File: config.mk
export PLATFORM = sky130hd
export DESIGN_NAME = ring_fifo_with_overwrite_core
export DESIGN_NICKNAME = d
export VERILOG_FILES = /design/src/rtl/rfo_pkg.sv /design/src/rtl/rfo_ctrl.sv /design/src/rtl/rfo_datapath.sv /design/src/rtl/ring_fifo_with_overwrite_core.sv
export SDC_FILE = /design/constraint.sdc
export NUM_CORES = 2
export LEC_CHECK = 0
export BUFFER_PORTS_ARGS = -buffer_cell sky130_fd_sc_hd__buf_2
export CAP_MARGIN = 20
export CORE_MARGIN = 3
export CORE_UTILIZATION = 45
export DETAILED_ROUTE_END_ITERATION = 10
export PLACE_DENSITY_LB_ADDON = 0.2
export SETUP_SLACK_MARGIN = 0.5
export SYNTH_ARGS = -nofsm -noshare
export SYNTH_HDL_FRONTEND = slang
export SYNTH_SLANG_ARGS = --single-unit
File: constraint.sdc
create_clock -name clk -period 8.1 [get_ports clk]
set_clock_uncertainty 0.15 [all_clocks]
set_input_delay 0.405 -clock clk [delete_from_list [all_inputs] [get_ports clk]]
set_output_delay 0.405 -clock clk [all_outputs]
set_load 0.05 [all_outputs]
File: src/rtl/rfo_pkg.sv
// Shared types and constants of the ring FIFO with overwrite.
package rfo_pkg;

    // Stream payload widths (packed fields padded to whole bytes)
    localparam int IN_TDATA_W  = 72;
    localparam int OUT_TDATA_W = 80;

    // Configuration port widths
    localparam int CFG_INDEX_W = 4;
    localparam int CFG_DATA_W  = 8;

    // Field widths
    localparam int OP_W    = 3;
    localparam int DATA_W  = 64;
    localparam int LEN_W   = 4;
    localparam int CNT_W   = 6;
    localparam int BYTES_W = 4;
    localparam int DATA_BYTES = DATA_W / 8;

    // Operation codes
    localparam logic [OP_W-1:0] OP_PUT   = 3'd0;
    localparam logic [OP_W-1:0] OP_FORCE = 3'd1;
    localparam logic [OP_W-1:0] OP_GET   = 3'd2;
    localparam logic [OP_W-1:0] OP_FLUSH = 3'd3;
    localparam logic [OP_W-1:0] OP_QUERY = 3'd4;

    // Configuration register indexes
    localparam logic [CFG_INDEX_W-1:0] CFG_CAPACITY   = 4'd0;
    localparam logic [CFG_INDEX_W-1:0] CFG_ITEM_BYTES = 4'd1;

    // Controller states
    typedef enum logic {
        ST_IDLE,
        ST_READ
    } state_t;

    // Controller to datapath
    typedef struct packed {
        logic load;   // accepted item: update indices, load result fields
        logic fill;   // memory read data is ready: load data_out
    } ctrl_cmd_t;

    // Datapath to controller
    typedef struct packed {
        logic pop;    // the presented item is a get on a non-empty buffer
    } dp_stat_t;

endpackage

File: src/rtl/rfo_ctrl.sv
// Controller state machine: input/output handshakes and the get read phase.
module rfo_ctrl
(
    input  logic               clk,
    input  logic               rst_n,
    input  logic               s_tvalid,
    output logic               s_tready,
    output logic               m_tvalid,
    input  logic               m_tready,
    input  rfo_pkg::dp_stat_t  stat,
    output rfo_pkg::ctrl_cmd_t cmd
);

    rfo_pkg::state_t state_reg;
    rfo_pkg::state_t state_next;
    logic            out_valid_reg;
    logic            out_valid_next;
    logic            accept;

    // Hold state and result-valid flag
    always_ff @(posedge clk or negedge rst_n)
    begin
        if (!rst_n)
        begin
            state_reg     <= rfo_pkg::ST_IDLE;
            out_valid_reg <= 1'b0;
        end
        else
        begin
            state_reg     <= state_next;
            out_valid_reg <= out_valid_next;
        end
    end

    // Next state and commands
    always_comb
    begin
        s_tready       = (state_reg == rfo_pkg::ST_IDLE) && (!out_valid_reg || m_tready);
        accept         = s_tvalid && s_tready;
        cmd.load       = accept;
        cmd.fill       = (state_reg == rfo_pkg::ST_READ);
        state_next     = state_reg;
        out_valid_next = out_valid_reg;

        case (state_reg)
            rfo_pkg::ST_IDLE:
            begin
                if (accept && stat.pop)
                begin
                    state_next = rfo_pkg::ST_READ;
                end
            end
            rfo_pkg::ST_READ:
            begin
                state_next = rfo_pkg::ST_IDLE;
            end
            default:
            begin
                state_next = rfo_pkg::ST_IDLE;
            end
        endcase

        // Advance the result-valid flag
        if (cmd.fill)
        begin
            out_valid_next = 1'b1;
        end
        else if (accept)
        begin
            out_valid_next = !stat.pop;
        end
        else if (m_tready)
        begin
            out_valid_next = 1'b0;
        end
    end

    assign m_tvalid = out_valid_reg;

endmodule

File: src/rtl/rfo_datapath.sv
// Datapath: registers, ring indices, slot memory and result registers.
module rfo_datapath
#(
    parameter int MAX_ITEMS      = 63,
    parameter int MAX_ITEM_BYTES = 8,
    parameter int IDX_W          = $clog2(MAX_ITEMS + 1)
)
(
    input  logic                                clk,
    input  logic                                rst_n,
    input  logic                                cfg_wr,
    input  logic [rfo_pkg::CFG_INDEX_W-1:0]     cfg_index,
    input  logic [rfo_pkg::CFG_DATA_W-1:0]      cfg_data,
    input  logic [rfo_pkg::OP_W-1:0]            op,
    input  logic [rfo_pkg::DATA_W-1:0]          data_in,
    input  logic [rfo_pkg::LEN_W-1:0]           byte_len,
    input  rfo_pkg::ctrl_cmd_t                  cmd,
    output rfo_pkg::dp_stat_t                   stat,
    output logic                                ok,
    output logic [rfo_pkg::DATA_W-1:0]          data_out,
    output logic [rfo_pkg::CNT_W-1:0]           item_count,
    output logic [rfo_pkg::CNT_W-1:0]           free_space,
    output logic                                is_empty,
    output logic                                is_full
);

    localparam int DEPTH = MAX_ITEMS + 1;
    localparam int CAP_RESET_INT = (MAX_ITEMS < 16) ? MAX_ITEMS : 16;
    localparam logic [IDX_W-1:0] CAP_RESET = IDX_W'(CAP_RESET_INT);
    localparam logic [rfo_pkg::BYTES_W-1:0] IB_RESET = 4'd8;

    // Configuration and ring state
    logic [IDX_W-1:0]            cap_reg;
    logic [rfo_pkg::BYTES_W-1:0] ib_reg;
    logic [IDX_W-1:0]            wr_reg;
    logic [IDX_W-1:0]            wr_next;
    logic [IDX_W-1:0]            rd_reg;
    logic [IDX_W-1:0]            rd_next;

    // Slot memory
    logic [rfo_pkg::DATA_W-1:0]  mem [DEPTH];
    logic [rfo_pkg::DATA_W-1:0]  rd_data_reg;

    // Result registers
    logic                        ok_reg;
    logic                        ok_next;
    logic [rfo_pkg::DATA_W-1:0]  data_out_reg;
    logic [rfo_pkg::CNT_W-1:0]   count_reg;
    logic [rfo_pkg::CNT_W-1:0]   free_reg;
    logic                        empty_reg;
    logic                        full_reg;
    logic [rfo_pkg::LEN_W-1:0]   get_len_reg;

    // Step logic
    logic [rfo_pkg::BYTES_W-1:0] ib_eff;
    logic [rfo_pkg::LEN_W-1:0]   len_eff;
    logic [rfo_pkg::DATA_BYTES-1:0] wr_be;
    logic                        wr_en;
    logic                        rd_en;
    logic                        empty_now;
    logic                        full_now;
    logic [IDX_W-1:0]            free_n;
    logic [IDX_W-1:0]            count_n;
    logic [rfo_pkg::DATA_W-1:0]  get_mask;
    logic [IDX_W-1:0]            cap_wr;

    function automatic logic [IDX_W-1:0] step_down(input logic [IDX_W-1:0] idx,
                                                   input logic [IDX_W-1:0] cap);
        step_down = (idx == '0) ? cap : (idx - 1'b1);
    endfunction

    // Clamp the written capacity to MAX_ITEMS
    always_comb
    begin
        if (int'(cfg_data[rfo_pkg::CNT_W-1:0]) > MAX_ITEMS)
        begin
            cap_wr = IDX_W'(MAX_ITEMS);
        end
        else
        begin
            cap_wr = IDX_W'(cfg_data[rfo_pkg::CNT_W-1:0]);
        end
    end

    // Effective item size and copy length
    always_comb
    begin
        if (ib_reg == '0)
        begin
            ib_eff = 4'd1;
        end
        else if (int'(ib_reg) > MAX_ITEM_BYTES)
        begin
            ib_eff = rfo_pkg::BYTES_W'(MAX_ITEM_BYTES);
        end
        else
        begin
            ib_eff = ib_reg;
        end

        if (byte_len == '0 || byte_len > ib_eff)
        begin
            len_eff = ib_eff;
        end
        else
        begin
            len_eff = byte_len;
        end

        for (int b = 0; b < rfo_pkg::DATA_BYTES; b++)
        begin
            wr_be[b] = (rfo_pkg::LEN_W'(b) < len_eff);
        end
    end

    // Execute one operation on the ring indices
    always_comb
    begin
        empty_now = (rd_reg == wr_reg);
        full_now  = (step_down(wr_reg, cap_reg) == rd_reg);
        wr_next   = wr_reg;
        rd_next   = rd_reg;
        ok_next   = 1'b0;
        wr_en     = 1'b0;
        rd_en     = 1'b0;

        case (op)
            rfo_pkg::OP_PUT:
            begin
                if (!full_now)
                begin
                    wr_en   = 1'b1;
                    wr_next = step_down(wr_reg, cap_reg);
                    ok_next = 1'b1;
                end
            end
            rfo_pkg::OP_FORCE:
            begin
                // With a nonzero capacity, drop the oldest item when full, then always store
                if (cap_reg != '0)
                begin
                    if (full_now)
                    begin
                        rd_next = step_down(rd_reg, cap_reg);
                        ok_next = 1'b1;
                    end
                    wr_en   = 1'b1;
                    wr_next = step_down(wr_reg, cap_reg);
                end
            end
            rfo_pkg::OP_GET:
            begin
                if (!empty_now)
                begin
                    rd_en   = 1'b1;
                    rd_next = step_down(rd_reg, cap_reg);
                    ok_next = 1'b1;
                end
            end
            rfo_pkg::OP_FLUSH:
            begin
                rd_next = wr_reg;
                ok_next = 1'b1;
            end
            rfo_pkg::OP_QUERY:
            begin
                ok_next = 1'b1;
            end
            default:
            begin
                ok_next = 1'b0;
            end
        endcase

        // Fill state after the step
        if (rd_next >= wr_next)
        begin
            free_n = cap_reg - (rd_next - wr_next);
        end
        else
        begin
            free_n = wr_next - rd_next - 1'b1;
        end
        count_n = cap_reg - free_n;

        stat.pop = (op == rfo_pkg::OP_GET) && !empty_now;
    end

    // Zero the bytes above the requested get length
    always_comb
    begin
        for (int b = 0; b < rfo_pkg::DATA_BYTES; b++)
        begin
            get_mask[b*8 +: 8] = (rfo_pkg::LEN_W'(b) < get_len_reg) ? 8'hFF : 8'h00;
        end
    end

    // Hold configuration and ring indices
    always_ff @(posedge clk or negedge rst_n)
    begin
        if (!rst_n)
        begin
            cap_reg <= CAP_RESET;
            ib_reg  <= IB_RESET;
            wr_reg  <= CAP_RESET;
            rd_reg  <= CAP_RESET;
        end
        else if (cfg_wr)
        begin
            if (cfg_index == rfo_pkg::CFG_CAPACITY)
            begin
                cap_reg <= cap_wr;
                wr_reg  <= cap_wr;
                rd_reg  <= cap_wr;
            end
            else if (cfg_index == rfo_pkg::CFG_ITEM_BYTES)
            begin
                ib_reg <= cfg_data[rfo_pkg::BYTES_W-1:0];
            end
        end
        else if (cmd.load)
        begin
            wr_reg <= wr_next;
            rd_reg <= rd_next;
        end
    end

    // Slot memory: byte-enabled write, registered read
    always_ff @(posedge clk)
    begin
        if (cmd.load && wr_en)
        begin
            for (int b = 0; b < rfo_pkg::DATA_BYTES; b++)
            begin
                if (wr_be[b])
                begin
                    mem[wr_reg][b*8 +: 8] <= data_in[b*8 +: 8];
                end
            end
        end
        if (cmd.load && rd_en)
        begin
            rd_data_reg <= mem[rd_reg];
        end
    end

    // Load the result fields
    always_ff @(posedge clk)
    begin
        if (cmd.load)
        begin
            ok_reg       <= ok_next;
            data_out_reg <= '0;
            count_reg    <= rfo_pkg::CNT_W'(count_n);
            free_reg     <= rfo_pkg::CNT_W'(free_n);
            empty_reg    <= (rd_next == wr_next);
            full_reg     <= (step_down(wr_next, cap_reg) == rd_next);
            get_len_reg  <= len_eff;
        end
        else if (cmd.fill)
        begin
            data_out_reg <= rd_data_reg & get_mask;
        end
    end

    assign ok         = ok_reg;
    assign data_out   = data_out_reg;
    assign item_count = count_reg;
    assign free_space = free_reg;
    assign is_empty   = empty_reg;
    assign is_full    = full_reg;

endmodule

File: src/rtl/ring_fifo_with_overwrite_core.sv
// Top level of the ring FIFO with overwrite: stream ports, config port, assertions.
//
// Each transfer on the input stream carries one operation (put, force put, get,
// flush or status query) and yields exactly one result transfer with ok, the
// popped data and the fill state after the operation. Put, force put, flush,
// query and a get on an empty buffer load the result directly; a get that pops
// waits in the read state for the registered memory read. The result sits in an
// output register, so the next operation is taken in the same cycle that the
// pending result transfers. Items live in MAX_ITEMS+1 slots of 64 bits; writing
// the capacity register empties the buffer. The configuration port is always
// ready and may be written only while no operation is in flight.
module ring_fifo_with_overwrite_core
#(
    parameter int MAX_ITEMS      = 63,
    parameter int MAX_ITEM_BYTES = 8
)
(
    input  logic                                clk,
    input  logic                                rst_n,
    // s_tdata, lowest bit up: op[2:0], data_in[66:3], byte_len[70:67], zero pad
    input  logic                                s_tvalid,
    output logic                                s_tready,
    input  logic [rfo_pkg::IN_TDATA_W-1:0]      s_tdata,
    // m_tdata, lowest bit up: ok[0], data_out[64:1], item_count[70:65],
    // free_space[76:71], is_empty[77], is_full[78], zero pad
    output logic                                m_tvalid,
    input  logic                                m_tready,
    output logic [rfo_pkg::OUT_TDATA_W-1:0]     m_tdata,
    // Register write channel
    input  logic                                cfg_valid,
    output logic                                cfg_ready,
    input  logic [rfo_pkg::CFG_INDEX_W-1:0]     cfg_index,
    input  logic [rfo_pkg::CFG_DATA_W-1:0]      cfg_data
);

    rfo_pkg::ctrl_cmd_t             cmd;
    rfo_pkg::dp_stat_t              stat;
    logic                           ok;
    logic [rfo_pkg::DATA_W-1:0]     data_out;
    logic [rfo_pkg::CNT_W-1:0]      item_count;
    logic [rfo_pkg::CNT_W-1:0]      free_space;
    logic                           is_empty;
    logic                           is_full;

    assign cfg_ready = 1'b1;

    // Controller
    rfo_ctrl u_ctrl
    (
        .clk      (clk),
        .rst_n    (rst_n),
        .s_tvalid (s_tvalid),
        .s_tready (s_tready),
        .m_tvalid (m_tvalid),
        .m_tready (m_tready),
        .stat     (stat),
        .cmd      (cmd)
    );

    // Datapath
    rfo_datapath
    #(
        .MAX_ITEMS      (MAX_ITEMS),
        .MAX_ITEM_BYTES (MAX_ITEM_BYTES)
    )
    u_datapath
    (
        .clk        (clk),
        .rst_n      (rst_n),
        .cfg_wr     (cfg_valid && cfg_ready),
        .cfg_index  (cfg_index),
        .cfg_data   (cfg_data),
        .op         (s_tdata[2:0]),
        .data_in    (s_tdata[66:3]),
        .byte_len   (s_tdata[70:67]),
        .cmd        (cmd),
        .stat       (stat),
        .ok         (ok),
        .data_out   (data_out),
        .item_count (item_count),
        .free_space (free_space),
        .is_empty   (is_empty),
        .is_full    (is_full)
    );

    // Pack the result transfer
    assign m_tdata = {1'b0, is_full, is_empty, free_space, item_count, data_out, ok};

    // No new transfer is taken while a result is stalled
    assert property (@(posedge clk) disable iff (!rst_n)
        (m_tvalid && !m_tready) |-> !s_tready)
        else $error("input taken while result stalled");

    // A non-popping operation shows its result in the next cycle
    assert property (@(posedge clk) disable iff (!rst_n)
        (cmd.load && !stat.pop) |=> m_tvalid)
        else $error("result missing after operation");

    // A popping get shows its result after the memory read
    assert property (@(posedge clk) disable iff (!rst_n)
        (cmd.load && stat.pop) |=> (!m_tvalid ##1 m_tvalid))
        else $error("get result timing wrong");

    // An empty buffer holds no items
    assert property (@(posedge clk) disable iff (!rst_n)
        (m_tvalid && is_empty) |-> (item_count == '0))
        else $error("empty buffer reports items");

endmodule

# == After elaboration in Yosys (flattened, before gate mapping) ==
# Memories as Yosys holds them, arrays and structs flattened. A register that Yosys moved wholly into a read port is not among the register bits.
# Cells that the tools add are included.
# totals
regBits,107
ram_bits,4096
in_bits,89
out_inout_bits,83
wordCells,143
memories,1
# mem_list
name,words,width,read_ports,rd_ports_with_merged_regs,wr,line,text
u_datapath.mem,64,64,1,1,1,rfo_datapath.sv:41,logic [rfo_pkg::DATA_W-1:0] mem [DEPTH];
# classes
add_sub_neg,8
n_lt_le_gt_ge,19
n_eq_ne,10
mux,64
bitwise_logic,3
n_reduce_logical,25
# ops
operator,n
$mux 6,14
$and 64x64->64,1
$mux 8,8
$mux 1,34
$lt 3x4->1 const A,8
$eq 6x6->1,4
$sub 6x1->6 const B,4
$sub 6x6->6,4
$logic_not 6->1,3
$pmux 6 s3,1
$lt 1x4->1 const A,4
$lt 2x4->1 const A,4
$logic_not 4->1,3
$mux 4,3
$pmux 6 s2,1
$eq 3x2->1 const B,2
$ge 6x6->1,1
$logic_and 1x1->1,6
$reduce_bool 6->1,1
$eq 4x1->1 const B,1
$gt 4x4->1,1
$gt 4x4->1 const B,1
$pmux 1 s2,2
$pmux 1 s4,1
other kinds (12),17

# == Depth between registers and ports, before layout ==
# logic_depth
ltp_word,10
depth_mapped,30
ltp_nobuf,26

# == Cells and area by module ==
# A second synthesis with hierarchy kept.
# unflattened
cells_unflattened,7481
hier_area_um2,166378.3
# by_module_without_submodules
mod,n_inst,cells_each,area_per_inst_um2,seq_area_each_um2
rfo_datapath,1,7464,166215.7,127327.1
rfo_ctrl,1,10,117.6,50.0
ring_fifo_with_overwrite_core,1,7,45.0,0.0

# == Worst setup path before layout ==
# Ideal clock, no wire load.
# synth_path
path_type,reg-to-reg
startpoint,reg u_datapath.wr_reg[1]
endpoint,"reg u_datapath.count_reg, in the netlist u_datapath.item_count[5] (data pin)"
setup_time_ps,259
arrival_time_ps,5718
required_time_ps,7691
setup_slack_ps,1973
stages_incl_launch_ff,28
n_path_buf,4
period_less_slack_ps,6127
cell_sequence,dfrtp_1 > clkbuf_1 > inv_1 > ha_1 > clkbuf_1 > inv_1 > nor2_1 > o311a_1 > nor4_4 > a41oi_4 > clkbuf_1 > o21ai_0 > ha_1 > nand2_1 > nand2_1 > a21o_1 > maj3_2 > a21o_1 > a21o_1 > buf_6 > mux2i_1 > ha_1 > a21oi_1 > nand2_1 > a21o_1 > a21oi_1 > xnor2_1 > xnor2_1
# synth_between
elab_chain_len,10
word_cells_on_any_way,19
classes_between,6 x add/sub; 1 x order compare; 2 x eq/ne; 9 x mux; 1 x reduce/logical
# synth_lines
element,line,text
from (decl),rfo_datapath.sv:35,logic [IDX_W-1:0] wr_reg;
from (signal assigned),rfo_datapath.sv:213,wr_reg <= cap_wr;
from (signal assigned),rfo_datapath.sv:223,wr_reg <= wr_next;
$sub 6x1->6 or $logic_not 6->1 (tied branches),rfo_datapath.sv:69,step_down = (idx == '0) ? cap : (idx - 1'b1);
$mux 6,rfo_datapath.sv:69,
$eq 6x6->1,rfo_datapath.sv:120,"full_now = (step_down(wr_reg, cap_reg) == rd_reg);"
$mux 6,rfo_datapath.sv:142,if (full_now)
$mux 6,rfo_datapath.sv:140,if (cap_reg != '0)
$pmux 6 s3,rfo_datapath.sv:127,case (op)
"$sub 6x6->6, on equally long branches","rfo_datapath.sv:182, rfo_datapath.sv:178",
$sub 6x1->6 or $sub 6x6->6 (tied branches),"rfo_datapath.sv:182, rfo_datapath.sv:178",
$mux 6 (*),rfo_datapath.sv:176,if (rd_next >= wr_next)
$sub 6x6->6 (*),rfo_datapath.sv:184,count_n = cap_reg - free_n;
named net u_datapath.count_n[5],rfo_datapath.sv:63,logic [IDX_W-1:0] count_n;
to (signal assigned),rfo_datapath.sv:254,count_reg <= rfo_pkg::CNT_W'(count_n);
to (decl),rfo_datapath.sv:48,logic [rfo_pkg::CNT_W-1:0] count_reg;
# Mark *: on every way through the listed nets, which the timed path passes. The rest lies on a longest branch.
# A chain may end at the register's enable or synchronous reset.

# == Worst setup path after layout ==
# layout_path
startpoint,reg u_datapath.wr_reg[0]
endpoint,"reg u_datapath.count_reg, in the netlist u_datapath.item_count[5] (data pin)"
# The elaborated chain is that of the path after synthesis.

==> summary.txt <==
Run status
  – Outcome: complete, no violations

Logic synthesis
  – Part of the Yosys area used for sequential elements: 76.76%
  – Syn Nets: 7443
  – Yosys reg bits: 4267
  – Synth Area per Inst: 22.67 µm²
  – Synth warn: 0
  – Post-synth EDFFs: 4179
  – Most used flip-flop cell after synthesis: edfxtp_1
  – Mapped cell area: 0.1659 mm²
  – Synthesized instance count: 7321
  – FFs w/ async S/R, synth: 0.5625%
  – Netlist cell types: 85

Clocking
  – Postcts setup bufs: 0
  – Maximum buffer depth of the clock tree: 4
  – Clock-pin transition on the worst setup and hold timing paths: 0.06 ns
  – Clk_lat worst skew: 0.96 ns
  – Num Clock Sinks: 4267
  – Clk root buf: clkbuf_16
  – H-tree depth: 5
  – CTS tree: yes
  – CTS buffer count: 434

Placed design
  – GPL Wtd Cong: 0.8016
  – Buffers added on ports: 166
  – Placed Cells: 12.01k
  – DP Wirelength: 261400 µm
  – Placement Setup Slack: 1.033 ns

Routing
  – Total wire length: 421100 µm
  – Vias per Instance: 5.948
  – Via count: 76.99k
  – DRT iter0 DRCs: 8392
  – Drt wl/cell: 32.54 µm
  – 1st-pass router iterations: 5
  – Antenna-violating nets left: 0
  – DRC viols: 0

Timing
  – Final worst path period need: 7.037 ns
  – Fmax: 142.1 MHz
  – Slew headroom: 21.14%
  – Setup slack after layout: 1.063 ns
  – Crit share post-route: 86.88%
  – Final Slew Violations: 0
  – Final setup fails: 0
  – Least-Margin Pin Slew: 1.180 ns
  – RSZ-0062 raised after global routing: no
  – Setup TNS: 0 ns
  – Final Hold Viols: 0

Setup path
  – CP Class: flip-flop to flip-flop
  – Critical path required time: 8.65 ns
  – Critical Path Start Type: flip-flop
  – Setup crit end kind: flip-flop
  – WP data arrival: 7.59 ns
  – Worst-path maximum fanout: 10

Power
  – Comb power frac: 16.9%
  – Sequential Power Share: 46.0%
  – P_leak: 58.78 nW
  – Clock power frac: 37.2%
  – Total power draw: 0.05377 W
  – Net Sw Frac: 25.27%
  – Cell Pwr Density: 286.0 mW/mm²
  – Worst vdd ir: 203.8 µV
  – Internal: 0.04018 W
  – Switching pwr: 0.01359 W

Cells and area
  – Area Overhead vs Synth: 13.27%
  – Final nets: 7864
  – Flip-flop count of the largest register after layout: 4096
  – Fillers: 28.37k
  – Fraction of layout cells with a size suffix above 1: 28.92%
  – Non-filler cells, final: 12.94k

Die
  – Initial Utilization: 45.29%
  – Die Wd: 613.3 µm
  – Rows: 222
  – Die H: 613.3 µm
  – Core Area: 0.3664 mm²
  – # IOs: 172
  – Die ar.: 0.3761 mm²

Global routing
  – Global-route wire length before repair: 599200 µm
  – Largest net degree at the start of global routing: 148
  – Gr ovfl total: 0
  – Vias in the first global route: 78.58k
  – Total GRT Usage: 22.39%
  – Initial antenna violation count: 14

Min path
  – Hold WC Path Type: input pin to flip-flop

Run
  – Max-cap violations: 0
power by group through the flow:
stage | logic (W) | registers, W | clock network [W]
after floorplan | 0.00602 | 0.0251 | 0
after global placement | 0.00912 | 0.0252 | 0
after detailed placement | 0.00916 | 0.0252 | 0
after CTS | 0.00922 | 0.0247 | 0.0203
after global routing | 0.00958 | 0.0247 | 0.0212
final | 0.00906 | 0.0247 | 0.0200
metal layers:
| metal | global-route usage (%) | part of all wire [%] | wire, µm |
|---|---|---|---|
| met1 | 30.98 | 40 | 170000 |
| met2 | 36.60 | 50 | 208600 |
| met5 | 0 | 0.018 | 75 |
| met3 | 3.687 | 6.6 | 27760 |
| met4 | 7.232 | 3.5 | 14690 |
cell type report:
class	count	area [µm²]	area share, %
Tap cell	4816	6026	3.206
Multi-Input combinational cell	2519	36600	19.47
Antenna cell	18	45.04	0.02396
Inverter	107	419.2	0.2230
Timing Repair Buffer	413	3249	1.729
Clock inverter	247	2586	1.376
Clock buffer	555	11630	6.189
Sequential cell	4267	127400	67.78
synthesized netlist by cell type (5+ instances only):
cell      instances  area (µm²)
mux2i_1          13       130.1
dfxtp_1          64        1281
buf_2            11       55.05
a211oi_1          5       37.54
nor3_1           15       75.07
edfxtp_1       4179      125500
nor3b_1           8       60.06
buf_4             6       45.04
inv_1           104       390.4
o21bai_1          7       52.55
fa_1              5       100.1
dfrtp_1          20       500.5
nor2b_1          72       450.4
a31oi_1           5       31.28
a21oi_1         104       520.5
nand3_1          70       350.3
mux2_2           10       112.6
xnor2_1          28       245.2
ha_1             28       350.3
mux4_2         1344       30270
nand2_1          99       371.6
and3_1            7       43.79
o21ai_0          19       95.09
xor2_1            9       78.83
a21o_1           14       105.1
and2_1            6       37.54
nand2b_1          7       43.79
clkbuf_1        286        1074
nor2_1          558        2095
buf_1           121       454.2
o211ai_1          6       45.04
critical path, cell delays in order (launching register included):
cell     delay, ns
dfrtp_1       0.63
inv_1         0.29
ha_1          0.40
inv_1         0.21
nor2_1        0.09
o311a_1       0.37
nor4_4        0.55
and3_2        0.42
a21oi_1       0.11
o21ai_1       0.38
inv_1         0.09
ha_1          0.23
fa_1          0.49
nand2_1       0.09
a21o_1        0.12
maj3_2        0.18
a21o_1        0.10
a21o_1        0.38
mux2i_1       0.37
ha_1          0.31
a21oi_1       0.14
nand2_1       0.10
a21o_1        0.20
a21oi_1       0.17
xnor2_1       0.09
xnor2_1       0.14
timing repair:
item	CTS	global route
endpoints found under the hold margin	2415	866
setup endpoints to repair	0	1
gates resized for setup	0	1
hold buffers	80	17
stage by stage:
step	hold slack, ns	util (%)	area (µm²)
2_1_floorplan	-0.04059	-	165900
3_3_place_gp	0.2895	47.02	172300
3_5_place_dp	0.2992	47.04	172400
4_1_cts	0.006533	51.14	187400
5_1_grt	0.07253	51.29	187900
6_report	0.09950	51.30	188000
layout by cell type, fill, tap and decap left out, types with 7 or more instances in the layout:
cell type | Yosys | layout
edfxtp_1 | 4179 | 4179
mux4_2 | 1344 | 1344
nor2_1 | 558 | 551
clkbuf_16 | 0 | 441
buf_2 | 11 | 166
buf_4 | 6 | 123
a21oi_1 | 104 | 104
inv_1 | 104 | 103
nand2_1 | 99 | 98
clkbuf_1 | 286 | 97
dlygate4sd3_1 | 0 | 96
clkinv_1 | 0 | 89
clkinv_2 | 0 | 73
nor2b_1 | 72 | 72
nand3_1 | 70 | 69
dfxtp_1 | 64 | 64
bufinv_16 | 0 | 46
xnor2_1 | 28 | 28
ha_1 | 28 | 28
buf_12 | 0 | 23
o21ai_0 | 19 | 19
diode_2 | 0 | 18
clkbuf_8 | 0 | 18
clkinvlp_4 | 0 | 14
dfrtp_1 | 20 | 14
mux2i_1 | 13 | 13
a21o_1 | 14 | 13
mux2_2 | 10 | 10
nor3_1 | 15 | 10
xor2_1 | 9 | 9
inv_6 | 0 | 8
inv_16 | 0 | 8
nand2b_1 | 7 | 7
cells by family (layout without fill, tap and decap cells):
| logic type | after synthesis | after routing | synth area share, % |
|---|---|---|---|
| compound gates | 202 | 202 | 0.7879 |
| xor+xnor | 37 | 37 | 0.1953 |
| fa+ha+maj | 36 | 36 | 0.2903 |
| buf+inv | 535 | 1322 | 1.253 |
| flops | 4267 | 4267 | 76.76 |
| mux | 1372 | 1372 | 18.43 |
| other cells | 2 | 20 | 0.004526 |
| simple gates | 870 | 870 | 2.276 |
path summary, 6_finish.rpt:
| path | from | endpoint | slack (ns) | depth (start not counted) |
|---|---|---|---|---|
| worst max register to register | u_datapath.wr_reg[0]$_DFFE_PN0P_ | u_datapath.item_count[5]$_DFFE_PP_ | 1.06 | 25 |
| max in group asynchronous | rst_n | u_datapath.rd_reg[2]$_DFFE_PN0P_ | 7.11 | 4 |
| worst min register to register | u_datapath.rd_data_reg[50]$_DFFE_PP_ | u_datapath.data_out[50]$_SDFFE_PP0P_ | 0.32 | 2 |
| worst max-delay path | u_datapath.wr_reg[0]$_DFFE_PN0P_ | u_datapath.item_count[5]$_DFFE_PP_ | 1.06 | 25 |
| worst min-delay path | s_tdata[67] | u_datapath.get_len_reg[2]$_DFFE_PP_ | 0.1 | 3 |
| min in group asynchronous | rst_n | u_datapath.wr_reg[4]$_DFFE_PN1P_ | 0.49 | 3 |
No activity file was read; power rests on OpenSTA's default activity.
